## src/rtl/core/idr_pkg.sv

```systemverilog
// ----------------------------------------------------------------------------
// idr_pkg
// Shared types and constants of the interrupt distributor register block.
// ----------------------------------------------------------------------------
package idr_pkg;

   localparam int WORD_W                 = 32;
   localparam int SPACE_W                = 3;
   localparam int INDEX_W                = 4;
   localparam int LOW_W                  = 6;
   localparam int BIT_POS_W              = 5;
   localparam int INDEX_SLOTS            = 16;
   localparam int NUM_GROUPS             = 5;
   localparam int GROUP_W                = 3;
   localparam int RAM_DEPTH              = NUM_GROUPS * INDEX_SLOTS;
   localparam int RAM_ADDR_W             = $clog2(RAM_DEPTH);
   localparam int DEFAULT_NUM_INTERRUPTS = 64;

   typedef enum logic {
      OP_READ  = 1'b0,
      OP_WRITE = 1'b1
   } op_type;

   typedef enum logic [SPACE_W-1:0] {
      SP_SET_EN    = 3'd0,
      SP_CLR_EN    = 3'd1,
      SP_SET_PEND  = 3'd2,
      SP_CLR_PEND  = 3'd3,
      SP_PRIORITY  = 3'd4,
      SP_TARGET    = 3'd5,
      SP_TRIGGER   = 3'd6
   } space_type;

   // Rows of the shared word store, sixteen words each.
   typedef enum logic [GROUP_W-1:0] {
      GRP_ENABLE   = 3'd0,
      GRP_PENDING  = 3'd1,
      GRP_PRIORITY = 3'd2,
      GRP_TARGET   = 3'd3,
      GRP_TRIGGER  = 3'd4
   } group_type;

   typedef struct packed {
      logic                wr;
      logic [INDEX_W-1:0]  index;
      logic [WORD_W-1:0]   word;
   } pend_update_type;

   typedef struct packed {
      logic              any;
      logic [LOW_W-1:0]  lowest;
   } scan_type;

endpackage

```

## src/rtl/core/idr_ram.sv

```systemverilog
// ----------------------------------------------------------------------------
// idr_ram
// Generic single-port-write, single-port-read RAM with registered read data.
// ----------------------------------------------------------------------------
module idr_ram #(
   parameter int WIDTH = 32,
   parameter int DEPTH = 80
) (
   input  logic                     clock,
   input  logic                     wr_en,
   input  logic [$clog2(DEPTH)-1:0] wr_addr,
   input  logic [WIDTH-1:0]         wr_data,
   input  logic [$clog2(DEPTH)-1:0] rd_addr,
   output logic [WIDTH-1:0]         rd_data
);

   logic [WIDTH-1:0] mem_ff [DEPTH];
   logic [WIDTH-1:0] rd_data_ff;

   always_ff @(posedge clock) begin
      if (wr_en) begin
         mem_ff[wr_addr] <= wr_data;
      end
      rd_data_ff <= mem_ff[rd_addr];
   end

   assign rd_data = rd_data_ff;

endmodule

```

## src/rtl/core/idr_merge.sv

```systemverilog
// ----------------------------------------------------------------------------
// idr_merge
// Range check and read-modify of one register word for a bus transaction.
// ----------------------------------------------------------------------------
module idr_merge
   import idr_pkg::*;
#(
   parameter int NUM_INTERRUPTS = DEFAULT_NUM_INTERRUPTS
) (
   input  logic                op,
   input  logic [SPACE_W-1:0]  space,
   input  logic [INDEX_W-1:0]  word_index,
   input  logic [WORD_W-1:0]   write_data,
   input  logic [WORD_W-1:0]   old_word,
   output logic                wr_en,
   output logic [WORD_W-1:0]   new_word,
   output logic [WORD_W-1:0]   rd_word,
   output logic                index_error
);

   localparam int BIT_WORDS  = (NUM_INTERRUPTS + 31) / 32;
   localparam int BYTE_WORDS = (NUM_INTERRUPTS + 3) / 4;
   localparam int CFG_WORDS  = (NUM_INTERRUPTS + 15) / 16;
   localparam int LIMIT_W    = $clog2(BYTE_WORDS + 1) + 1;

   logic [LIMIT_W-1:0] limit;
   logic [WORD_W-1:0]  live;
   logic [WORD_W-1:0]  masked;
   logic               in_range;

   // Bits that belong to an implemented interrupt. per_log is log2 of the
   // fields in one word, fw_log is log2 of the field width.
   function automatic logic [WORD_W-1:0] live_mask(input logic [INDEX_W-1:0] w,
                                                   input int per_log,
                                                   input int fw_log);
      logic [WORD_W-1:0] m;
      int                idx;
      m = '0;
      for (int j = 0; j < WORD_W; j++) begin
         idx  = (int'(w) << per_log) + (j >> fw_log);
         m[j] = (idx < NUM_INTERRUPTS);
      end
      return m;
   endfunction

   always_comb begin
      limit = '0;
      live  = '0;
      case (space)
         SP_SET_EN, SP_CLR_EN, SP_SET_PEND, SP_CLR_PEND: begin
            limit = LIMIT_W'(BIT_WORDS);
            live  = live_mask(word_index, 5, 0);
         end
         SP_PRIORITY, SP_TARGET: begin
            limit = LIMIT_W'(BYTE_WORDS);
            live  = live_mask(word_index, 2, 3);
         end
         SP_TRIGGER: begin
            limit = LIMIT_W'(CFG_WORDS);
            live  = live_mask(word_index, 4, 1);
         end
         default: begin
            limit = '0;
            live  = '0;
         end
      endcase
   end

   assign in_range    = (LIMIT_W'(word_index) < limit);
   assign masked      = write_data & live;
   assign index_error = !in_range;
   assign wr_en       = in_range && (op == OP_WRITE);
   assign rd_word     = (in_range && (op == OP_READ)) ? old_word : '0;

   always_comb begin
      case (space)
         SP_SET_EN, SP_SET_PEND:               new_word = old_word | masked;
         SP_CLR_EN, SP_CLR_PEND:               new_word = old_word & ~masked;
         SP_PRIORITY, SP_TARGET, SP_TRIGGER:   new_word = masked;
         default:                              new_word = old_word;
      endcase
   end

endmodule

```

## src/rtl/core/idr_scan.sv

```systemverilog
// ----------------------------------------------------------------------------
// idr_scan
// Per-word summary of the pending bits and the lowest pending interrupt.
// ----------------------------------------------------------------------------
module idr_scan
   import idr_pkg::*;
(
   input  logic            clock,
   input  logic            reset,
   input  pend_update_type upd,
   output scan_type        result
);

   logic                 nz_ff  [INDEX_SLOTS];
   logic [BIT_POS_W-1:0] low_ff [INDEX_SLOTS];
   logic                 nz_in;
   logic [BIT_POS_W-1:0] low_in;
   logic [INDEX_W-1:0]   first;
   logic                 found;

   // Lowest set bit of the word being written.
   always_comb begin
      low_in = '0;
      for (int j = WORD_W - 1; j >= 0; j--) begin
         if (upd.word[j]) begin
            low_in = BIT_POS_W'(j);
         end
      end
   end

   assign nz_in = |upd.word;

   always_ff @(posedge clock) begin
      if (reset) begin
         for (int i = 0; i < INDEX_SLOTS; i++) begin
            nz_ff[i] <= 1'b0;
         end
      end else if (upd.wr) begin
         nz_ff[upd.index]  <= nz_in;
         low_ff[upd.index] <= low_in;
      end
   end

   always_comb begin
      first = '0;
      found = 1'b0;
      for (int i = INDEX_SLOTS - 1; i >= 0; i--) begin
         if (nz_ff[i]) begin
            first = INDEX_W'(i);
            found = 1'b1;
         end
      end
   end

   // Only the low six bits of the interrupt number are reported.
   assign result.any    = found;
   assign result.lowest = found ? {first[0], low_ff[first]} : '0;

endmodule

```

## src/rtl/core/interrupt_distributor_registers_core.sv

```systemverilog
// ----------------------------------------------------------------------------
// interrupt_distributor_registers_core
// Distributor register subset: enable, pending, priority, target and trigger
// configuration words with a lowest-pending-interrupt report.
// ----------------------------------------------------------------------------
// A transaction is accepted on a rising edge where start is high and busy
// is low, and the word store is read at that same edge. In the ST_MODIFY
// state the read word is modified and written back at the end of that
// cycle. In the ST_SCAN state the pending summary, which already holds that
// write, is captured into the result registers. The result is then on the
// rsp_ ports, marked by rsp_valid, which is high for exactly one cycle; it
// is taken at the edge that ends that cycle. busy is already low in that
// cycle, so a new transaction can be started while the result is on the
// ports. The receiver cannot stall the block, and results must be taken
// when rsp_valid is high. A new transaction cannot be accepted until the
// last one has left ST_SCAN, because of the read-modify-write loop around
// the single word store with its registered read data. There is no clearing
// pass after reset: every word of the store carries a valid bit that reset
// clears, and a word that has never been written reads as zero.
//
// All register words live in one 32-bit RAM with sixteen rows per space
// group (enable, pending, priority, target, trigger). The set and clear
// spaces of enable and pending address the same row. A second small
// structure keeps, for every pending word, whether it is nonzero and its
// lowest set bit; the lowest pending interrupt is found from that summary,
// so the report reflects the write of the same transaction. Because only
// one transaction is in flight, a read never overlaps the write-back of an
// earlier transaction and no forwarding is needed.
// ----------------------------------------------------------------------------
module interrupt_distributor_registers_core
   import idr_pkg::*;
#(
   parameter int NUM_INTERRUPTS = DEFAULT_NUM_INTERRUPTS
) (
   input  logic                clock,
   input  logic                reset,
   input  logic                start,
   output logic                busy,
   input  logic                req_op,
   input  logic [SPACE_W-1:0]  req_space,
   input  logic [INDEX_W-1:0]  req_word_index,
   input  logic [WORD_W-1:0]   req_write_data,
   output logic                rsp_valid,
   output logic [WORD_W-1:0]   rsp_read_data,
   output logic                rsp_index_error,
   output logic                rsp_any_pending,
   output logic [LOW_W-1:0]    rsp_lowest_pending
);

   typedef enum logic [1:0] {
      ST_IDLE,
      ST_MODIFY,
      ST_SCAN
   } state_type;

   state_type               state_ff;
   logic                    op_ff;
   logic [SPACE_W-1:0]      space_ff;
   logic [INDEX_W-1:0]      word_ff;
   logic [WORD_W-1:0]       data_ff;
   logic [RAM_ADDR_W-1:0]   addr_ff;
   logic [WORD_W-1:0]       rd_ff;
   logic                    err_ff;
   logic                    valid_ff [RAM_DEPTH];
   logic                    rsp_valid_ff;
   logic [WORD_W-1:0]       rsp_read_data_ff;
   logic                    rsp_index_error_ff;
   logic                    rsp_any_pending_ff;
   logic [LOW_W-1:0]        rsp_lowest_pending_ff;

   logic                    accept;
   logic [RAM_ADDR_W-1:0]   rd_addr;
   logic [WORD_W-1:0]       ram_q;
   logic [WORD_W-1:0]       old_word;
   logic                    merge_wr;
   logic                    ram_wr;
   logic [WORD_W-1:0]       new_word;
   logic [WORD_W-1:0]       rd_word;
   logic                    index_error;
   logic                    pend_space;
   pend_update_type         pend_upd;
   scan_type                scan;

   // Row of the word store that a space code addresses. The unused space
   // code always reports an index error, so its row does not matter.
   function automatic group_type space_group(input logic [SPACE_W-1:0] sp);
      group_type g;
      case (sp)
         SP_SET_EN, SP_CLR_EN:     g = GRP_ENABLE;
         SP_SET_PEND, SP_CLR_PEND: g = GRP_PENDING;
         SP_PRIORITY:              g = GRP_PRIORITY;
         SP_TARGET:                g = GRP_TARGET;
         SP_TRIGGER:               g = GRP_TRIGGER;
         default:                  g = GRP_ENABLE;
      endcase
      return g;
   endfunction

   assign busy    = (state_ff != ST_IDLE);
   assign accept  = start && !busy;
   assign rd_addr = {space_group(req_space), req_word_index};

   idr_ram #(
      .WIDTH (WORD_W),
      .DEPTH (RAM_DEPTH)
   ) u_ram (
      .clock   (clock),
      .wr_en   (ram_wr),
      .wr_addr (addr_ff),
      .wr_data (new_word),
      .rd_addr (rd_addr),
      .rd_data (ram_q)
   );

   // A word that was never written since reset reads as zero.
   assign old_word = valid_ff[addr_ff] ? ram_q : '0;

   idr_merge #(
      .NUM_INTERRUPTS (NUM_INTERRUPTS)
   ) u_merge (
      .op          (op_ff),
      .space       (space_ff),
      .word_index  (word_ff),
      .write_data  (data_ff),
      .old_word    (old_word),
      .wr_en       (merge_wr),
      .new_word    (new_word),
      .rd_word     (rd_word),
      .index_error (index_error)
   );

   assign ram_wr     = merge_wr && (state_ff == ST_MODIFY);
   assign pend_space = (space_ff == SP_SET_PEND) || (space_ff == SP_CLR_PEND);

   assign pend_upd.wr    = ram_wr && pend_space;
   assign pend_upd.index = word_ff;
   assign pend_upd.word  = new_word;

   idr_scan u_scan (
      .clock  (clock),
      .reset  (reset),
      .upd    (pend_upd),
      .result (scan)
   );

   always_ff @(posedge clock) begin
      if (reset) begin
         for (int i = 0; i < RAM_DEPTH; i++) begin
            valid_ff[i] <= 1'b0;
         end
      end else if (ram_wr) begin
         valid_ff[addr_ff] <= 1'b1;
      end
   end

   // Sequencer and registered result.
   always_ff @(posedge clock) begin
      if (reset) begin
         state_ff     <= ST_IDLE;
         rsp_valid_ff <= 1'b0;
      end else begin
         rsp_valid_ff <= 1'b0;
         case (state_ff)
            ST_IDLE: begin
               if (accept) begin
                  state_ff <= ST_MODIFY;
                  op_ff    <= req_op;
                  space_ff <= req_space;
                  word_ff  <= req_word_index;
                  data_ff  <= req_write_data;
                  addr_ff  <= rd_addr;
               end
            end
            ST_MODIFY: begin
               state_ff <= ST_SCAN;
               rd_ff    <= rd_word;
               err_ff   <= index_error;
            end
            ST_SCAN: begin
               state_ff              <= ST_IDLE;
               rsp_valid_ff          <= 1'b1;
               rsp_read_data_ff      <= rd_ff;
               rsp_index_error_ff    <= err_ff;
               rsp_any_pending_ff    <= scan.any;
               rsp_lowest_pending_ff <= scan.lowest;
            end
            default: begin
               state_ff <= ST_IDLE;
            end
         endcase
      end
   end

   assign rsp_valid          = rsp_valid_ff;
   assign rsp_read_data      = rsp_read_data_ff;
   assign rsp_index_error    = rsp_index_error_ff;
   assign rsp_any_pending    = rsp_any_pending_ff;
   assign rsp_lowest_pending = rsp_lowest_pending_ff;

`ifndef SYNTH
   a_accept_to_modify: assert property (@(posedge clock) disable iff (reset)
      accept |=> (state_ff == ST_MODIFY))
      else $error("accepted transaction did not enter the modify cycle");

   a_result_after_scan: assert property (@(posedge clock) disable iff (reset)
      rsp_valid |-> $past(state_ff == ST_SCAN))
      else $error("result strobe without a preceding scan cycle");

   a_write_only_in_modify: assert property (@(posedge clock) disable iff (reset)
      ram_wr |-> (state_ff == ST_MODIFY) && !index_error && (op_ff == OP_WRITE))
      else $error("word store written outside a valid write");

   a_error_reads_zero: assert property (@(posedge clock) disable iff (reset)
      (rsp_valid && rsp_index_error) |-> (rsp_read_data == '0))
      else $error("out-of-range access returned nonzero data");

   a_none_pending_zero: assert property (@(posedge clock) disable iff (reset)
      (rsp_valid && !rsp_any_pending) |-> (rsp_lowest_pending == '0))
      else $error("lowest pending nonzero while nothing is pending");
`endif

endmodule
```

## config.mk

```make
export PLATFORM = sky130hd
export DESIGN_NAME = interrupt_distributor_registers_core
export DESIGN_NICKNAME = d
export VERILOG_FILES = /design/src/rtl/core/idr_pkg.sv /design/src/rtl/core/idr_ram.sv /design/src/rtl/core/idr_merge.sv /design/src/rtl/core/idr_scan.sv /design/src/rtl/core/interrupt_distributor_registers_core.sv
export SDC_FILE = /design/constraint.sdc
export NUM_CORES = 2
export LEC_CHECK = 0
export BUFFER_PORTS_ARGS = -buffer_cell sky130_fd_sc_hd__buf_2
export CAP_MARGIN = 15
export CORE_MARGIN = 2
export CORE_UTILIZATION = 35
export DETAILED_ROUTE_END_ITERATION = 7
export PLACE_DENSITY = 0.53
export SKIP_LAST_GASP = 1
export SLEW_MARGIN = 20
export SYNTH_ARGS = -nofsm -noshare
export SYNTH_HDL_FRONTEND = slang
export SYNTH_SLANG_ARGS = --single-unit
```

## constraint.sdc

```tcl
create_clock -name clock -period 16.3 [get_ports clock]
set_clock_uncertainty 0.1 [all_clocks]
set_input_delay 4.89 -clock clock [delete_from_list [all_inputs] [get_ports clock]]
set_output_delay 4.89 -clock clock [all_outputs]
set_load 0.05 [all_outputs]
```

### Word-level counts from Yosys, hierarchy flattened

Memories as Yosys holds them, arrays and structs flattened. A register that Yosys moved wholly into a read port is not among the register bits.
Index checks and enable logic that the tools add are counted.

| operators by class | value |
|---|---|
| $add $sub $neg | 49 |
| $mul | 0 |
| divide/modulo/power cells | 0 |
| magnitude comparators | 53 |
| eq/ne operators | 14 |
| shift operators | 0 |
| muxes and demuxes | 88 |
| bitwise operators | 6 |
| reductions and logical operators | 24 |

Operators by type and width:

| operator | number |
|---|---|
| $lt 32x8->1 const B | 41 |
| $pmux 32 s3 | 2 |
| $add 9x5->10 const B | 16 |
| $mux 5 | 32 |
| $lt 9x7->1 const B | 9 |
| $add 9x4->10 const B | 8 |
| $add 8x4->9 const B | 8 |
| $mux 4 | 17 |
| $and 32x32->32 | 2 |
| $add 9x3->10 const B | 4 |
| $add 8x3->9 const B | 4 |
| $mux 32 | 1 |
| $not 32->32 | 1 |
| $or 32x32->32 | 1 |
| $reduce_or 32->1 | 1 |
| $mux 1 | 30 |
| $add 9x2->10 const B | 2 |
| $add 8x2->9 const B | 2 |
| $eq 3x3->1 const B | 6 |
| $pmux 5 s3 | 1 |
| $add 6x2->7 const B | 2 |
| $mux 7 | 2 |
| $eq 3x2->1 const B | 4 |
| $pmux 3 s4 | 1 |
| 25 further kinds | 37 |

| word-level totals | value |
|---|---|
| register bits | 123 |
| bits in latches | 0 |
| memory bits (writable) | 2736 |
| ROM bits | 0 |
| input port bits | 43 |
| output and inout port bits | 42 |
| word-level logic and storage cells | 251 |
| memories kept | 4 |

Memories:

| memory | depth | width | read ports | clocked after Yosys merged registers in | wr ports | RTL line | source |
|---|---|---|---|---|---|---|---|
| u_ram.mem_ff | 80 | 32 | 1 | 1 | 1 | idr_ram.sv:17 | `logic [WIDTH-1:0] mem_ff [DEPTH];` |
| u_scan.low_ff | 16 | 5 | 1 | 1 | 1 | idr_scan.sv:15 | `logic [BIT_POS_W-1:0] low_ff [INDEX_SLOTS];` |
| valid_ff | 80 | 1 | 1 | 1 | 80 | interrupt_distributor_registers_core.sv:64 | `logic valid_ff [RAM_DEPTH];` |
| u_scan.nz_ff | 16 | 1 | 16 | 0 | 16 | idr_scan.sv:14 | `logic nz_ff [INDEX_SLOTS];` |

### Logic depth before layout (Yosys ltp)

| depth | value |
|---|---|
| depth after elaboration | 39 |
| mapped depth | 15 |
| mapped depth without buffers | 11 |

### By module

Synthesis repeated with hierarchy kept, for this count alone.

| second synthesis, totals | value |
|---|---|
| cells, all modules | 5504 |
| area, all modules | 113528.9 µm² |

By module, submodules not included:

| module | instances | cells each | area each (µm²) | seq. area each (µm²) |
|---|---|---|---|---|
| idr_ram | 1 | 4287 | 98550.8 | 77514.3 |
| interrupt_distributor_registers_core | 1 | 687 | 9293.9 | 6246.0 |
| idr_scan | 1 | 400 | 4735.8 | 2882.8 |
| idr_merge | 1 | 130 | 948.4 | 0.0 |

### Least setup slack after synthesis

No wires, ideal clock.

| timing path | value |
|---|---|
| path kind | input port to flip-flop |
| from | input reset |
| to | register with a tool-made name |
| setup time | 83 ps |
| data arrival time | 10983 ps |
| data required time | 16117 ps |
| slack | 5133 ps |
| stages on the path | 3 |
| cell sequence | clkbuf_1 -> nor4b_1 -> mux2_2 |

RTL lines:

| element | RTL line | source |
|---|---|---|
| start: declaration | interrupt_distributor_registers_core.sv:36 | `input logic reset,` |

### Worst setup path after layout

| timing path | value |
|---|---|
| from | input req_space[2] |
| to | register u_ram.rd_data_ff[26] (netlist: u_ram.rd_data[26]), read port of u_ram.mem_ff |

| between the ends | value |
|---|---|
| cells in the longest elaborated chain, start to end | 3 |
| elaborated cells between the ends (all ways) | 7 |
| classes of those cells | eq/ne: 5; mux: 1; reduce/logical: 1 |

RTL lines:

| element | RTL line | source |
|---|---|---|
| start: declaration | interrupt_distributor_registers_core.sv:40 | `input logic [SPACE_W-1:0] req_space,` |
| $eq 3x2->1 | interrupt_distributor_registers_core.sv:88 | `case (sp)` |
| $reduce_or 2->1 | interrupt_distributor_registers_core.sv:88 |  |
| $pmux 3 s4 (*) | interrupt_distributor_registers_core.sv:88 |  |
| end: declaration | idr_ram.sv:18 | `logic [WIDTH-1:0] rd_data_ff;` |

Mark *: on every way between the ends. The rest lies on a longest branch, timed or not.
A chain may end at the register's enable or synchronous reset.

==> reports/qor.csv <==
metric;value;unit
status;finished clean;
met1_usage;27.5;%
dieArea;325000;sq um
slew_viol_final;0;
max_freq;0.111;GHz
power_frac_comb;6.0;%
end_kind;register;
cts_tree;built;
yosysWarnings;0;
wl_per_cell;33.0;microns
wl;325000;microns
p_int;12.8;mW
maxCapViolations;0;
area_growth;15.3;%
synth_cell_types;67;
critical_path_buf_inv_count;5;
cts.clk_slew.worst_paths;0.06;ns
route.detailed.drc;0;
critPathLaunch;req_space[2];
dr.pass1.iters;5;
crit_slowest_cell;mux4_2;
top_usage_layer;met2;
htree_levels;5;
slew-limit-headroom;22.1;%
p_leak;41.0;nW
final_cell_mix;edfxtp_1 (2,772), mux4_2 (853), clkbuf_16 (325);
grt_pass1_wl;448000;microns
path_cells;buf_2, nand2_2, inv_1, buf_4, nand2_1, o21ai_4, buf_4, buf_12, mux4_2, mux4_2, nand2_1, nand2_1;
place_area;119000;sq um
hp-start;rd_ff[13];
synthArstFlopShare;0;%
die_h;570;microns
clock_latency;0.87;ns
syn_area;112000;sq um
grt_use_met2;31.9;%
core.rowCount;207;
synth_edf_count;2772;
post-dp-hpwl;171000;microns
path_max_fanout;62;
grtUsageTotal;19.7;%
die_w;570;microns
vias;54700;
synth_cells;5039;
grt_max_degree;130;
start_kind;input port;
clkSinkCount;2942;
cpPeakStageDelay;0.74;ns
core-area;319000;sq um
layout-drive-gt1-share;30.3;%
final_common_cell;edfxtp_1;
fill_cells;27700;
fin_worst_hold_slack;0.315;ns
worst-endpoint-arrival;9.65;ns
cp.required;16.95;ns
antenna_found_initial;33;
overflow;0;
initial_core_util;35.3;%
ir_worst_vdd;0.0912;mV
cts_max_path_buffers;4;
gp_congestion;0.818;
cp_common_cell;nand2_1;
ys_ff_latch;2942;
place_inst;9250;
synth_ff_type;edfxtp_1;
cts_buffers;317;
swShare;22.3;%
p_clk_share;42.2;%
design_area;129000;sq um
final_nets;5434;
drt_first_iter_violations;7287;
p_sw;3.68;mW
post_cts_resized;0;
ctsRootBufferMaster;clkbuf_16;
crit_family;buffers and inverters;
ctsHoldBuffers;0;
fin_tns_setup;0;ns
worst_pin_slew;1.17;ns
min_period_over_period;55.2;%
yosysSeqAreaShare;77.2;%
vias_per_cell;5.57;
ant_nets;0;
power.total;16.5;mW
rsz0062_at_grt;no;
fin_crit;9.00;ns
path_class;in2reg;
p_seq_share;51.7;%
io_pins;85;
port_buffers;84;
hold_violations;0;
power_density;128;nW/um^2
met3_usage;3.96;%
grt_pass1_vias;54900;
synth_area_per_cell;22.3;sq um
setup_violations;0;
layoutNonFillerInstCount;9820;
hp-class;reg2reg;
cts_setup_buffers;0;
[final cells by class]
class	count	area, sq um	share of cell area [%]
diodes	15	37.5	0.0290
clock inverters	128	1220	0.946
clock buffers	426	8710	6.73
inverters	24	90.1	0.0696
repair buffers	252	1850	1.43
well taps	4180	5230	4.04
multi-input cells	1853	25600	19.8
flip-flops and latches	2942	86600	66.9
[sequential cells by signal (all words and copies together), names as in the netlist, 2 cells and up, named ones only]
name and flops:
valid_ff 128, rd_ff 32, u_ram.mem_ff 2560, space_ff 3
u_ram.rd_data 32, u_scan.low_ff 80, word_ff 3, state_ff 2
addr_ff 4, u_scan.nz_ff 16, rsp_read_data 32, rsp_lowest_pending 6
data_ff 32
[power groups by stage]
stage	combinational (mW)	sequential [mW]	clock, mW
global placement	0.976	8.69	0
global route	1.05	8.54	7.38
finish	0.993	8.54	6.97
CTS	1.00	8.54	7.09
floorplan	0.576	8.67	0
detailed placement	1.00	8.70	0
[through the flow]
step | utilization (%) | worst slack, ns
after floorplan | - | 5.13
after global placement | 37.5 | 6.34
after detailed placement | 37.5 | 6.39
after CTS | 40.6 | 7.33
after global routing | 40.6 | 7.17
final | 40.6 | 7.30
[synth_stat cells (all sizes together) (4+ instances only)]
master  count  area (sq um)
a22oi      10          75.1
inv        23          86.3
and2       41           257
a21o       24           180
edfxtp   2772         83200
o22ai       6          43.8
a211oi      7          52.6
or2        10          62.6
o211ai      8          60.1
o311a       5          50.1
dfxtp     170          3400
clkbuf    163           612
mux2       31           349
nor4b       4          35.0
nand3      13          65.1
nand2     160           601
o31ai       4          30.0
mux2i      64           641
a21boi      6          45.0
nand2b     13          81.3
o21bai     31           233
nor4       10          77.6
nor3       18          90.1
nor2b      13          81.3
mux4      854         19200
o21ai      90           458
nor2      294          1110
buf       104           445
nand3b      4          30.0
nor3b       5          37.5
a21oi      45           225
o21a        8          67.6
[worst reg2reg max path: cells and delay by family (launching register included)]
family | cells | cell delay [ns]
DFF | 1 | 0.46
AOI/OAI and AO/OA | 2 | 0.48
and+or+nand+nor | 5 | 2.11
muxes | 2 | 1.21
buffers and inverters | 4 | 1.87
[cell families after synthesis]
family                   Yosys count  share of synthesized area, %
multiplexers                     949                          18.0
AND/OR/NAND/NOR                  593                          2.30
flip-flops                      2942                          77.2
adder cells (fa/ha/maj)            1                        0.0111
other                              1                       0.00334
AO/OA/AOI/OAI                    262                          1.50
buffers and inverters            291                          1.02
[layer usage]
layer / vias to the layer above / wire length (microns)
li1: 21800 / -
met1: 30100 / 135000
met2: 2378 / 156000
met3: 454 / 25600
met4: 8 / 7640
met5: - / 57
[worst paths after layout]
kind                                        endpoint  slack [ns]  cells after the start
worst max-delay path               u_ram.rd_data[26]        7.30                     12
worst min-delay path               rsp_read_data[13]        0.32                      0
worst max register to register  u_scan.low_ff[11][4]        9.71                     13
worst min register to register     rsp_read_data[13]        0.32                      0
No activity file was read; power rests on OpenSTA's default activity.
